==> src/tls_pkg.sv <==
// Shared types and codes for the typed list scheduler.
// No dependencies; used by every module in src.
package tls_pkg;

  // Table sizes; the output fields are sized for these
  localparam int MAX_OPS     = 16;
  localparam int MAX_DEVICES = 8;

  localparam logic [1:0] ACT_LOAD_OP  = 2'd0;
  localparam logic [1:0] ACT_LOAD_DEV = 2'd1;
  localparam logic [1:0] ACT_START    = 2'd2;
  localparam logic [1:0] ACT_TICK     = 2'd3;

  localparam logic [1:0] EV_STARTED  = 2'd0;
  localparam logic [1:0] EV_FINISHED = 2'd1;
  localparam logic [1:0] EV_STATUS   = 2'd2;

  localparam logic [1:0] CFG_TRANSFER = 2'd0;
  localparam logic [1:0] CFG_OPS      = 2'd1;
  localparam logic [1:0] CFG_DEVS     = 2'd2;

  localparam logic [9:0] TRANSFER_RESET = 10'd10;

  // Controller to datapath
  typedef struct packed {
    logic load;       // capture input item, perform load/start
    logic retire_chk; // evaluate retire for op at op_idx
    logic sched_chk;  // evaluate readiness for op at op_idx
    logic dev_chk;    // evaluate device at dev_idx for op at op_idx
    logic tick_end;   // advance time
    logic emit_stat;  // present status item
  } tls_cmd_t;

  // Datapath to controller
  typedef struct packed {
    logic is_tick;
    logic retire_hit;
    logic op_ready;
    logic dev_hit;
    logic all_done;
    logic out_busy;
  } tls_stat_t;

endpackage

==> src/tls_ctrl.sv <==
// Sequencing controller for the typed list scheduler.
// Depends on tls_pkg.
module tls_ctrl (
  input  logic clk,
  input  logic rst,
  input  logic in_valid,
  output logic in_stall,
  input  logic [$clog2(tls_pkg::MAX_OPS+1)-1:0]     n_ops,
  input  logic [$clog2(tls_pkg::MAX_DEVICES+1)-1:0] n_devs,
  input  tls_pkg::tls_stat_t stat,
  output tls_pkg::tls_cmd_t  cmd,
  output logic [$clog2(tls_pkg::MAX_OPS)-1:0]     op_idx,
  output logic [$clog2(tls_pkg::MAX_DEVICES)-1:0] dev_idx
);
  import tls_pkg::*;

  localparam int OW = $clog2(MAX_OPS+1);
  localparam int DW = $clog2(MAX_DEVICES+1);

  typedef enum logic [2:0] {S_IDLE, S_DECODE, S_RETIRE, S_READY, S_DEV, S_STAT} state_t;
  state_t state;
  logic [OW-1:0] oc;
  logic [DW-1:0] dc;

  assign op_idx  = oc[$clog2(MAX_OPS)-1:0];
  assign dev_idx = dc[$clog2(MAX_DEVICES)-1:0];
  assign in_stall = (state != S_IDLE);

  always_comb begin
    cmd = '0;
    cmd.load       = (state == S_IDLE) && in_valid;
    cmd.retire_chk = (state == S_RETIRE) && (oc < n_ops) && !stat.out_busy;
    cmd.sched_chk  = (state == S_READY) && (oc < n_ops);
    cmd.dev_chk    = (state == S_DEV) && (dc < n_devs) && !stat.out_busy;
    cmd.tick_end   = (state == S_READY) && (oc >= n_ops) && stat.is_tick && !stat.all_done;
    cmd.emit_stat  = (state == S_STAT) && !stat.out_busy;
  end

  always_ff @(posedge clk) begin
    if (rst) begin
      state <= S_IDLE;
      oc <= '0;
      dc <= '0;
    end else begin
      case (state)
        S_IDLE: if (in_valid) state <= S_DECODE;
        S_DECODE: begin
          oc <= '0;
          state <= stat.is_tick ? S_RETIRE : S_STAT;
        end
        S_RETIRE: begin
          if (oc >= n_ops) begin
            oc <= '0;
            state <= stat.all_done ? S_STAT : S_READY;
          end else if (!stat.out_busy) begin
            oc <= oc + OW'(1);
          end
        end
        S_READY: begin
          if (oc >= n_ops) begin
            state <= S_STAT;
          end else if (stat.op_ready) begin
            dc <= '0;
            state <= S_DEV;
          end else begin
            oc <= oc + OW'(1);
          end
        end
        S_DEV: begin
          if (dc >= n_devs || (cmd.dev_chk && stat.dev_hit)) begin
            oc <= oc + OW'(1);
            state <= S_READY;
          end else if (!stat.out_busy) begin
            dc <= dc + DW'(1);
          end
        end
        S_STAT: if (!stat.out_busy) state <= S_IDLE;
        default: state <= S_IDLE;
      endcase
    end
  end
endmodule

==> src/tls_dp.sv <==
// Tables, flags, time and the output register of the typed list scheduler.
// Depends on tls_pkg.
module tls_dp (
  input  logic clk,
  input  logic rst,
  input  logic cfg_write,
  input  logic [1:0] cfg_index,
  input  logic [9:0] cfg_data,
  input  logic [1:0]  action,
  input  logic [3:0]  entry_index,
  input  logic [15:0] op_length,
  input  logic [2:0]  kind_code,
  input  logic [15:0] parent_mask,
  input  tls_pkg::tls_cmd_t cmd,
  input  logic [$clog2(tls_pkg::MAX_OPS)-1:0]     op_idx,
  input  logic [$clog2(tls_pkg::MAX_DEVICES)-1:0] dev_idx,
  output tls_pkg::tls_stat_t stat,
  output logic [$clog2(tls_pkg::MAX_OPS+1)-1:0]     n_ops,
  output logic [$clog2(tls_pkg::MAX_DEVICES+1)-1:0] n_devs,
  output logic        out_valid,
  input  logic        out_stall,
  output logic [1:0]  event_kind,
  output logic [3:0]  op_id,
  output logic [2:0]  device_id,
  output logic [31:0] event_time,
  output logic        all_done,
  output logic        last
);
  import tls_pkg::*;

  localparam int OW = $clog2(MAX_OPS+1);
  localparam int DW = $clog2(MAX_DEVICES+1);
  localparam int OI = $clog2(MAX_OPS);
  localparam int DI = $clog2(MAX_DEVICES);

  logic [9:0]  transfer_time;
  logic [4:0]  op_count;
  logic [3:0]  device_count;
  logic [1:0]  act;
  logic [15:0] dur_tab [MAX_OPS];
  logic [2:0]  typ_tab [MAX_OPS];
  logic [15:0] par_tab [MAX_OPS];
  logic [31:0] start_tab [MAX_OPS];
  logic [2:0]  bound [MAX_OPS];
  logic [MAX_OPS-1:0]     running, done;
  logic [2:0]  dtype [MAX_DEVICES];
  logic [MAX_DEVICES-1:0] dev_free;
  logic [31:0] now;
  logic [OW-1:0] finished_total;
  logic [MAX_OPS-1:0] inuse;
  logic [MAX_OPS-1:0] par_ext;
  logic [32:0] age_lim;

  assign n_ops  = (32'(op_count) > MAX_OPS) ? OW'(MAX_OPS) : OW'(op_count);
  assign n_devs = (32'(device_count) > MAX_DEVICES) ? DW'(MAX_DEVICES) : DW'(device_count);

  always_comb begin
    for (int k = 0; k < MAX_OPS; k++) inuse[k] = (k < n_ops);
    for (int k = 0; k < MAX_OPS; k++) par_ext[k] = (k < 16) ? par_tab[op_idx][k % 16] : 1'b0;
  end

  assign age_lim = 33'(dur_tab[op_idx]) + 33'(transfer_time);

  assign stat.is_tick    = (act == ACT_TICK);
  assign stat.out_busy   = out_valid && out_stall;
  assign stat.all_done   = (finished_total >= n_ops);
  assign stat.retire_hit = running[op_idx] && !done[op_idx]
                           && (33'(now - start_tab[op_idx]) == age_lim);
  assign stat.op_ready   = !running[op_idx] && !done[op_idx]
                           && ((par_ext & inuse & ~done) == '0);
  assign stat.dev_hit    = dev_free[dev_idx] && (dtype[dev_idx] == typ_tab[op_idx]);

  always_ff @(posedge clk) begin
    if (rst) begin
      transfer_time <= TRANSFER_RESET;
      op_count <= '0;
      device_count <= '0;
      act <= ACT_LOAD_OP;
      running <= '0;
      done <= '0;
      dev_free <= '1;
      now <= '0;
      finished_total <= '0;
      out_valid <= 1'b0;
      for (int k = 0; k < MAX_OPS; k++) begin
        start_tab[k] <= '0;
        bound[k] <= '0;
      end
    end else begin
      if (cfg_write) begin
        case (cfg_index)
          CFG_TRANSFER: transfer_time <= cfg_data;
          CFG_OPS:      op_count <= cfg_data[4:0];
          CFG_DEVS:     device_count <= cfg_data[3:0];
          default: ;
        endcase
      end
      if (cmd.load) begin
        act <= action;
        if (action == ACT_LOAD_OP && 32'(entry_index) < MAX_OPS) begin
          dur_tab[entry_index[OI-1:0]] <= op_length;
          typ_tab[entry_index[OI-1:0]] <= kind_code;
          par_tab[entry_index[OI-1:0]] <= parent_mask;
        end
        if (action == ACT_LOAD_DEV && 32'(entry_index) < MAX_DEVICES)
          dtype[entry_index[DI-1:0]] <= kind_code;
      end
      // start, retire and bind fall in different controller states
      if (cmd.load && action == ACT_START) begin
        running <= '0;
        done <= '0;
        dev_free <= '1;
        now <= '0;
        finished_total <= '0;
      end
      if (cmd.retire_chk && stat.retire_hit) begin
        done[op_idx] <= 1'b1;
        running[op_idx] <= 1'b0;
        if (32'(bound[op_idx]) < MAX_DEVICES) dev_free[bound[op_idx][DI-1:0]] <= 1'b1;
        finished_total <= finished_total + OW'(1);
      end
      if (cmd.dev_chk && stat.dev_hit) begin
        running[op_idx] <= 1'b1;
        dev_free[dev_idx] <= 1'b0;
        start_tab[op_idx] <= now;
        bound[op_idx] <= 3'(dev_idx);
      end
      if (cmd.tick_end && now != '1) now <= now + 32'd1;
      // output register: load a new result or drop a taken one
      if (cmd.retire_chk && stat.retire_hit) begin
        out_valid  <= 1'b1;
        event_kind <= EV_FINISHED;
        op_id      <= 4'(op_idx);
        device_id  <= bound[op_idx];
        event_time <= start_tab[op_idx] + 32'(dur_tab[op_idx]);
        all_done   <= 1'b0;
        last       <= 1'b0;
      end else if (cmd.dev_chk && stat.dev_hit) begin
        out_valid  <= 1'b1;
        event_kind <= EV_STARTED;
        op_id      <= 4'(op_idx);
        device_id  <= 3'(dev_idx);
        event_time <= now;
        all_done   <= 1'b0;
        last       <= 1'b0;
      end else if (cmd.emit_stat) begin
        out_valid  <= 1'b1;
        event_kind <= EV_STATUS;
        op_id      <= '0;
        device_id  <= '0;
        event_time <= now;
        all_done   <= stat.all_done;
        last       <= 1'b1;
      end else if (out_valid && !out_stall) begin
        out_valid  <= 1'b0;
      end
    end
  end
endmodule

==> src/typed_list_scheduler_core.sv <==
// Top level of the typed list scheduler: controller plus datapath.
// Depends on tls_pkg, tls_ctrl and tls_dp.
//
// Usage: items arrive on in_valid/in_stall with action, entry_index,
// op_length, kind_code and parent_mask. Load actions update the tables and
// start actions clear run flags and time; each gives one status transfer.
// A tick retires operations whose age reaches duration plus transfer_time
// (finish events, index order); unless every op in use is then done, it
// scans ready operations in index order, binds each to the lowest free
// device of its type (start events) and advances time; then it gives a
// status transfer with last set. Results leave on out_valid/out_stall
// through one output register; while a result is stalled, the retire,
// device and status steps hold until it is taken. The controller scans a
// single entry at a time. One item is in work at a time.
// Reset (rst, synchronous) restores transfer_time 10, zero counts, clears
// run flags, start times, bindings and time and frees all devices; the op
// and device tables stay as they were. Configuration writes (cfg_write,
// cfg_index, cfg_data) are for the user to make only while idle; the block
// itself does not enforce this.
module typed_list_scheduler_core (
  input  logic        clk,
  input  logic        rst,
  input  logic        cfg_write,
  input  logic [1:0]  cfg_index,
  input  logic [9:0]  cfg_data,
  input  logic        in_valid,
  output logic        in_stall,
  input  logic [1:0]  action,
  input  logic [3:0]  entry_index,
  input  logic [15:0] op_length,
  input  logic [2:0]  kind_code,
  input  logic [15:0] parent_mask,
  output logic        out_valid,
  input  logic        out_stall,
  output logic [1:0]  event_kind,
  output logic [3:0]  op_id,
  output logic [2:0]  device_id,
  output logic [31:0] event_time,
  output logic        all_done,
  output logic        last
);
  import tls_pkg::*;

  tls_cmd_t  cmd;
  tls_stat_t stat;
  logic [$clog2(MAX_OPS)-1:0]     op_idx;
  logic [$clog2(MAX_DEVICES)-1:0] dev_idx;
  logic [$clog2(MAX_OPS+1)-1:0]     n_ops;
  logic [$clog2(MAX_DEVICES+1)-1:0] n_devs;

  tls_ctrl u_ctrl (
    .clk, .rst, .in_valid, .in_stall, .n_ops, .n_devs,
    .stat, .cmd, .op_idx, .dev_idx
  );

  tls_dp u_dp (
    .clk, .rst, .cfg_write, .cfg_index, .cfg_data,
    .action, .entry_index, .op_length, .kind_code, .parent_mask,
    .cmd, .op_idx, .dev_idx, .stat, .n_ops, .n_devs,
    .out_valid, .out_stall, .event_kind, .op_id, .device_id,
    .event_time, .all_done, .last
  );

  // A stalled result holds still until taken
  a_out_hold: assert property (@(posedge clk) disable iff (rst)
    (out_valid && out_stall) |=> (out_valid && $stable({event_kind, op_id, device_id,
                                                        event_time, all_done, last})))
    else $error("stalled result changed");

  // Status item always closes an input
  a_status_last: assert property (@(posedge clk) disable iff (rst)
    out_valid |-> ((event_kind == EV_STATUS) == last)) else $error("last mismatch");

  // Start and finish events never claim completion
  a_event_done: assert property (@(posedge clk) disable iff (rst)
    (out_valid && event_kind != EV_STATUS) |-> !all_done) else $error("all_done on event");
endmodule

==> config.mk <==
export PLATFORM = sky130hd
export DESIGN_NAME = typed_list_scheduler_core
export DESIGN_NICKNAME = d
export VERILOG_FILES = /design/src/tls_pkg.sv /design/src/tls_ctrl.sv /design/src/tls_dp.sv /design/src/typed_list_scheduler_core.sv
export SDC_FILE = /design/constraint.sdc
export NUM_CORES = 2
export LEC_CHECK = 0
export BUFFER_PORTS_ARGS = -buffer_cell sky130_fd_sc_hd__buf_2
export CORE_MARGIN = 2
export CORE_UTILIZATION = 40
export DETAILED_ROUTE_END_ITERATION = 16
export SLEW_MARGIN = 40
export SYNTH_ARGS = -nofsm -noshare
export SYNTH_HDL_FRONTEND = slang
export SYNTH_SLANG_ARGS = --single-unit
==> constraint.sdc <==
create_clock -name clk -period 9.95 [get_ports clk]
set_clock_uncertainty 0.05 [all_clocks]
set_input_delay 0.995 -clock clk [delete_from_list [all_inputs] [get_ports clk]]
set_output_delay 0.995 -clock clk [all_outputs]
set_load 0.05 [all_outputs]
After elaboration in Yosys (flattened, before gate mapping)
Memory sizes are Yosys's and may differ from the RTL's. A register that Yosys moved wholly into a read port is not among the register bits.
Index checks and enable logic that the tools add are counted.
{ "op_classes": {"n_addsub": 7, "mul": 0, "bitwise_logic": 11, "muxes": 99, "div_mod_pow": 0, "shifts": 0, "reduce_logical": 51, "n_lt_le_gt_ge": 30, "eq_ne": 24} }
{ "op_table": {"columns": ["operator", "n"], "rows": [
  ["$mux W32", 6],
  ["$mux W16", 8],
  ["$mux W4", 20],
  ["$and A16 B16 Y16", 3],
  ["$mux W3", 14],
  ["$lt A4 B5 Y1 const A", 8],
  ["$mux W5", 8],
  ["$mux W8", 5],
  ["$eq A33 B33 Y1", 1],
  ["$sub A32 B32 Y33", 1],
  ["$add A32 B1 Y32 const B", 1],
  ["$add A32 B16 Y32", 1],
  ["$ne A32 B32 Y1 const B", 1],
  ["$not A16 Y16", 2],
  ["$or A16 B16 Y16", 2],
  ["$reduce_or A32 Y1", 1],
  ["$mux W1", 28],
  ["$logic_and A1 B1 Y1", 24],
  ["$lt A3 B5 Y1 const A", 4],
  ["$pmux W5 S4", 1],
  ["$ne A2 B2 Y1 const B", 9],
  ["$pmux W3 S6", 1],
  ["$add A16 B10 Y17", 1],
  ["$logic_not A16 Y1", 1],
  ["43 further kinds", 71]
]} }
{ "word_totals": {"out_inout_bits": 45, "ramBits": 1144, "romBits": 0, "memories": 6, "input_bits": 58, "wordCells": 248, "ff_bits": 154, "latch_bits": 0} }
{ "mem_list": {"columns": ["memory", "depth", "word_bits", "rd", "rd_clocked_by_memory_dff", "write_ports", "line", "text"], "rows": [
  ["u_dp.start_tab", 16, 32, 1, 1, 16, "tls_dp.sv:43", "logic [31:0] start_tab [MAX_OPS];"],
  ["u_dp.dur_tab", 16, 16, 1, 1, 1, "tls_dp.sv:40", "logic [15:0] dur_tab [MAX_OPS];"],
  ["u_dp.par_tab", 16, 16, 1, 1, 1, "tls_dp.sv:42", "logic [15:0] par_tab [MAX_OPS];"],
  ["u_dp.bound", 16, 3, 1, 1, 16, "tls_dp.sv:44", "logic [2:0] bound [MAX_OPS];"],
  ["u_dp.typ_tab", 16, 3, 1, 1, 1, "tls_dp.sv:41", "logic [2:0] typ_tab [MAX_OPS];"],
  ["u_dp.dtype", 8, 3, 1, 1, 1, "tls_dp.sv:46", "logic [2:0] dtype [MAX_DEVICES];"]
]} }

Logic depth before layout (Yosys ltp)
{ "logic_depth": {"ltp_word": 12, "ltp_mapped": 30, "ltp_nobuf": 16} }

Modules after synthesis
A second synthesis with hierarchy kept.
{ "hier_totals": {"hier_cells": 3848, "hier_area_um2": 59468.3} }
{ "modules_own_cells": {"columns": ["module", "seq_area_each_um2", "instances", "area_each_um2", "cells_per_inst"], "rows": [
  ["tls_dp", 37596.1, 1, 58262.1, 3696],
  ["tls_ctrl", 240.2, 1, 1206.2, 152]
]} }

Worst setup path before layout
OpenSTA, ideal clock, no wires.
{ "synth_path": {"path_kind": "register -> register", "start": "register (tool-made name)", "end": "register u_dp.all_done (enable)", "setup_ps": 467, "synth_period_minus_slack_ps": 9283, "stages_incl_launch_ff": 28, "t_arrival_ps": 8767, "required_ps": 9433, "slack_ps": 667, "n_path_buf": 13, "cell_sequence": "dfxtp_1 -> buf_6 -> buf_12 -> buf_12 -> buf_12 -> buf_4 -> buf_6 -> buf_4 -> buf_4 -> buf_4 -> buf_4 -> buf_1 -> mux4_2 -> mux4_2 -> inv_1 -> ha_1 -> a2111o_1 -> o21ai_1 -> o31ai_1 -> a311oi_1 -> nor4_1 -> or3_1 -> a211oi_1 -> nand4_1 -> nand2b_1 -> buf_2 -> buf_1 -> a31oi_1"} }
{ "synth_rtl": {"columns": ["element", "line", "text"], "rows": [
  ["to (signal assigned)", "tls_dp.sv:152", "all_done <= stat.all_done;"],
  ["to (decl)", "tls_dp.sv:26", "output logic all_done,"]
]} }

==> results.md <==
Pwr:
- The power density of the placed cells is 178 nW/um2.
- The power share of the combinational group is 6.3%.
- Of the total power, the share spent switching nets is 22.5%.
- In this run the power spent charging and discharging nets is 0.00267 W.
- Cell internal power was estimated by the tool at 0.00919 W.
- Sequential cells account for 51.5% of the total power.
- Summed over all cells, the static leakage comes to 22.3 nW.
- The portion of total power attributed to the clock network is 42.2%.
- IR analysis of the VDD net gives a maximum drop of 0.187 mV.

Yosys:
- The most common cell in the synthesized netlist is sky130_fd_sc_hd__edfxtp_1.
- In the synthesized netlist the dominant register cell turns out to be sky130_fd_sc_hd__edfxtp_1.
- The leading area contributor after synthesis is sky130_fd_sc_hd__edfxtp_1.
- The post-synthesis register bit count is 1304.
- Counting every net in the synthesized netlist gives 3940.
- The total of warnings raised by yosys is 0.
- Yosys mapped a number of flops with a built-in enable equal to 1186.
- Sequential cells were found to cover 64.1% of the synthesized design area.
- In the post-synthesis netlist, the biggest area contributors are sky130_fd_sc_hd__edfxtp_1, sky130_fd_sc_hd__mux4_2, sky130_fd_sc_hd__and2_1.
- The mean area per synthesized cell is 15.6 um2.
- Synthesis handed over a netlist of 3798 instances.
- The proportion of synthesized flip-flops having asynchronous set or reset is 0%.
- Counting instances in the post-synthesis netlist gives the leading cell types as sky130_fd_sc_hd__edfxtp_1, sky130_fd_sc_hd__and2_1, sky130_fd_sc_hd__mux4_2.
- The netlist area before placement is 59300 um2.
- The netlist uses 98 different library cells.
- After synthesis, the largest area contributor takes up 60.1% of total cell area.

Timing:
- The setup TNS after final layout is 0 ns.
- Derived from the worst setup path, the maximum achievable clock frequency is 129 MHz.
- The worst-case headroom to the max-slew limit is 38.7%.
- At the pin with the least slew margin, the transition time is 0.913 ns.
- Setup slack on the critical path of the routed design comes to 2.21 ns.
- Counting I/O delays and the setup requirement, the final critical path takes 7.74 ns.
- The max-slew violation count is 0.
- Setup repair after global routing left no endpoint under its margin.
- The final hold violation count was 0.
- Setup violations remaining at the end of the flow were counted as 0.
- The post-route fraction of the period consumed by the critical path is 77.8%.

Status:
- The flow ran to the end, and the final reports show no timing, DRC or antenna violations.

Worst setup path:
- Along the worst path, the maximum fanout reaches 42.
- In this design, the stage delay of the slowest critical-path cell is 0.81 ns.
- The required time of the critical path is 10.30 ns.
- The number of cells traversed by the worst register-to-register path is 17.
- Data on the critical path arrives at its endpoint at 8.09 ns.
- The critical path contains buffers and inverters numbering 3 combined.
- The library cell appearing most often on the critical path is sky130_fd_sc_hd__mux4_2.
- The worst setup path is launched from a flop.
- The path type of the worst setup path is flop to flop.
- The slack of the worst reg-to-reg path is 2.21 ns.
- Traced cell by cell, the critical path runs through buf_12 > mux4_2 > mux4_2 > inv_1 > ha_1 > a21oi_1 > o211ai_1 > a41o_1 > a211o_1 > a311oi_1 > nor4_1 > or3_1 > a211oi_1 > nand4_1 > nand2b_4 > a31oi_4 > buf_4.
- The capturing element type of the critical path is a flop.
- In this run the critical register-to-register path is captured at u_dp.device_id[2]$_DFFE_PP_.
- The top cell family by delay on the critical path is compound AO/OA/AOI/OAI gates.
- The worst setup path endpoint is u_dp.device_id[2]$_DFFE_PP_.
- The slowest stage of the critical path belongs to the cell sky130_fd_sc_hd__dfxtp_4.
- Counting buffers and inverters, the worst setup path is 17 cells deep.

Die:
- The floorplan has 141 rows.
- The effective utilization at floorplan is 40.2%.
- The die outline width is 389 um.
- The placeable core region is 147000 um2.
- The die is 389 um tall.
- The I/O pin count is 103.
- The die covers 151000 um2.

Hold path:
- The number of cells on the worst hold path is 3.
- The tightest min-delay check is of the input port to flop type.

Finish:
- Counting the fill cells in the layout gives 12700.
- The multi-input combinational cell area is 20100 um2.
- The proportion of layout cells with a drive suffix above 1 is 21.3%.
- The area taken by flip-flops and latches is 38000 um2.
- Summing all non-filler instances in the final layout gives an area of 66700 um2.
- The number of nets in the layout is 4005.
- The final cell utilization of the core is 45.2%.
- From synthesis to final layout, the design area changed by 12.5%.

Clocking:
- The clock tree from TritonCTS is built.
- The number of setup buffers added after CTS is 0.
- The number of clock buffers added by TritonCTS is 135.
- Once the clock tree was built, the resizer swapped 0 gates to a different size.
- The deepest level of the CTS H-tree is 4.
- The clock latency on the worst-skew pair is 0.79 ns.
- The clock root buffer master is sky130_fd_sc_hd__clkbuf_16.
- The longest clock path from root to sink contains 3 buffers.
- The clock transition at the registers of the reported paths is 0.06 ns.
- The clock sink total is 1304.
- The number of hold buffers added after CTS was 0.

Flow run:
- Across the run, the number of max-cap violations was 0.

Placed design:
- At the end of routability-driven placement, the weighted congestion stood at 0.942.
- The HPWL reported at the end of detailed placement is 103000 um.
- After detailed placement, the total cell area comes to 62300 um2.
- Timing analysis after detailed placement gives a worst setup slack of 2.30 ns.
- Buffers placed on the I/O ports in this run total 102.

Route:
- The number of nets with antenna violations after detailed routing is 0.
- In the detailed route, the total length drawn on met2 is 80000 um.
- Detailed routing placed a total of 11700 um of wire on met3.
- The average detailed-routed wire length per instance is 28.8 um.
- The detailed-route wire length on metal 1 is 72200 um.
- The DRC violations left is 0.
- The uppermost layer routed is met5.
- The total iterations of the first detailed-routing run is 8.
- The sum of routed wire length over all layers is 170000 um.
- The via-per-instance ratio is 5.84.
- The via total after detailed routing is 34500.
- The number of DRC markers after the initial detailed-route iteration is 3866.

Global route:
- The number of global-route vias before repair is 34400.
- The first global-routing pass estimated 245000 um of wire.
- The number of antenna violations at the first check in global routing is 19.
- The overall overflow remaining after global route is 0.
- The pin count of the biggest net entering global routing is 81.
- For this run, the total global-route usage over all layers was measured as 22.4%.
[worst reg2reg max path: stages (launching register included)]
cell and delay (ns):
sky130_fd_sc_hd__dfxtp_4 0.81, sky130_fd_sc_hd__buf_12 0.50, sky130_fd_sc_hd__mux4_2 0.56, sky130_fd_sc_hd__mux4_2 0.53, sky130_fd_sc_hd__inv_1 0.16, sky130_fd_sc_hd__ha_1 0.36
sky130_fd_sc_hd__a21oi_1 0.29, sky130_fd_sc_hd__o211ai_1 0.14, sky130_fd_sc_hd__a41o_1 0.30, sky130_fd_sc_hd__a211o_1 0.25, sky130_fd_sc_hd__a311oi_1 0.61, sky130_fd_sc_hd__nor4_1 0.16
sky130_fd_sc_hd__or3_1 0.42, sky130_fd_sc_hd__a211oi_1 0.23, sky130_fd_sc_hd__nand4_1 0.27, sky130_fd_sc_hd__nand2b_4 0.54, sky130_fd_sc_hd__a31oi_4 0.61, sky130_fd_sc_hd__buf_4 0.52
[worst min path at each step]
stage | startpoint | end | slack (ns)
2_1_floorplan | u_dp.done[2]$_SDFF_PP0_ | u_dp.done[2]$_SDFF_PP0_ | 0.39
3_3_place_gp | u_dp.running[12]$_SDFF_PP0_ | u_dp.running[12]$_SDFF_PP0_ | 0.40
3_5_place_dp | u_dp.running[4]$_SDFF_PP0_ | u_dp.running[4]$_SDFF_PP0_ | 0.41
4_1_cts | cfg_data[8] | u_dp.transfer_time[8]$_SDFFE_PP0P_ | 0.35
5_1_grt | cfg_data[8] | u_dp.transfer_time[8]$_SDFFE_PP0P_ | 0.39
6_report | cfg_data[8] | u_dp.transfer_time[8]$_SDFFE_PP0P_ | 0.41
[power by group through the flow]
stage               clock [W]  sequential [W]  combinational, W
finish                0.00500         0.00611          0.000744
global route          0.00529         0.00611          0.000790
CTS                   0.00508         0.00611          0.000741
detailed placement          0         0.00622          0.000738
global placement            0         0.00622          0.000727
floorplan                   0         0.00621          0.000487
[registers in the layout, indices dropped and copies added, names as in the netlist, 5 cells and up, named ones only]
register	cells
u_ctrl.oc	5
u_dp.bound	48
u_dp.dev_free	8
u_dp.done	16
u_dp.dtype	24
u_dp.dur_tab	256
u_dp.event_time	32
u_dp.finished_total	5
u_dp.now	32
u_dp.op_count	5
u_dp.par_tab	256
u_dp.running	16
u_dp.start_tab	512
u_dp.transfer_time	10
u_dp.typ_tab	48
[layer usage]
metal | global-route usage, % | up-vias
met5 | 0 | -
met1 | 31.0 | 17900
met4 | 8.56 | 10
met2 | 35.7 | 1477
li1 | - | 14800
met3 | 3.82 | 275
[cell usage in the layout, fill, tap and decap left out, drive strengths merged, types with 22 or more instances in the layout]
cell type | Yosys | final
and3 | 46 | 46
nor2b | 22 | 22
nor2 | 159 | 159
edfxtp | 1186 | 1186
nor3 | 131 | 131
inv | 75 | 81
a21oi | 85 | 85
clkbuf | 199 | 172
buf | 83 | 210
nand4 | 35 | 35
mux2i | 43 | 43
mux4 | 353 | 353
ha | 81 | 81
o21a | 22 | 22
o21ai | 88 | 88
a21o | 26 | 26
nor4 | 28 | 28
nand2 | 147 | 147
dfxtp | 118 | 118
mux2 | 36 | 36
or3 | 22 | 22
nand2b | 25 | 25
xnor2 | 59 | 59
clkinv | 5 | 56
nand3 | 74 | 74
and2 | 431 | 431
[final cells by class]
type,instances,area share (%)
well taps,1930,3.62
repair buffers,210,2.29
diodes,8,0.0300
inverters,80,0.458
multi-input cells,2132,30.1
clock inverters,73,1.11
flip-flops and latches,1304,57.0
clock buffers,172,5.38
[per-stage QoR]
stage	std cells	power [W]	hold WS (ns)
floorplan	3798	0.00670	0.387
global placement	5641	0.00695	0.404
detailed placement	5655	0.00696	0.414
CTS	5900	0.0119	0.352
global route	5904	0.0122	0.388
finish	5909	0.0119	0.406
[cells by family (layout without fill, tap and decap cells)]
| group | Yosys count | after routing | synth area share (%) |
|---|---|---|---|
| xor+xnor | 82 | 82 | 1.27 |
| simple gates | 1170 | 1170 | 10.9 |
| fa+ha+maj | 84 | 84 | 1.81 |
| other cells | 0 | 8 | 0 |
| mux | 432 | 432 | 15.1 |
| compound gates | 364 | 364 | 4.10 |
| flops | 1304 | 1304 | 64.1 |
| buf+inv | 362 | 535 | 2.78 |
Power figures use the tool's default switching activity.
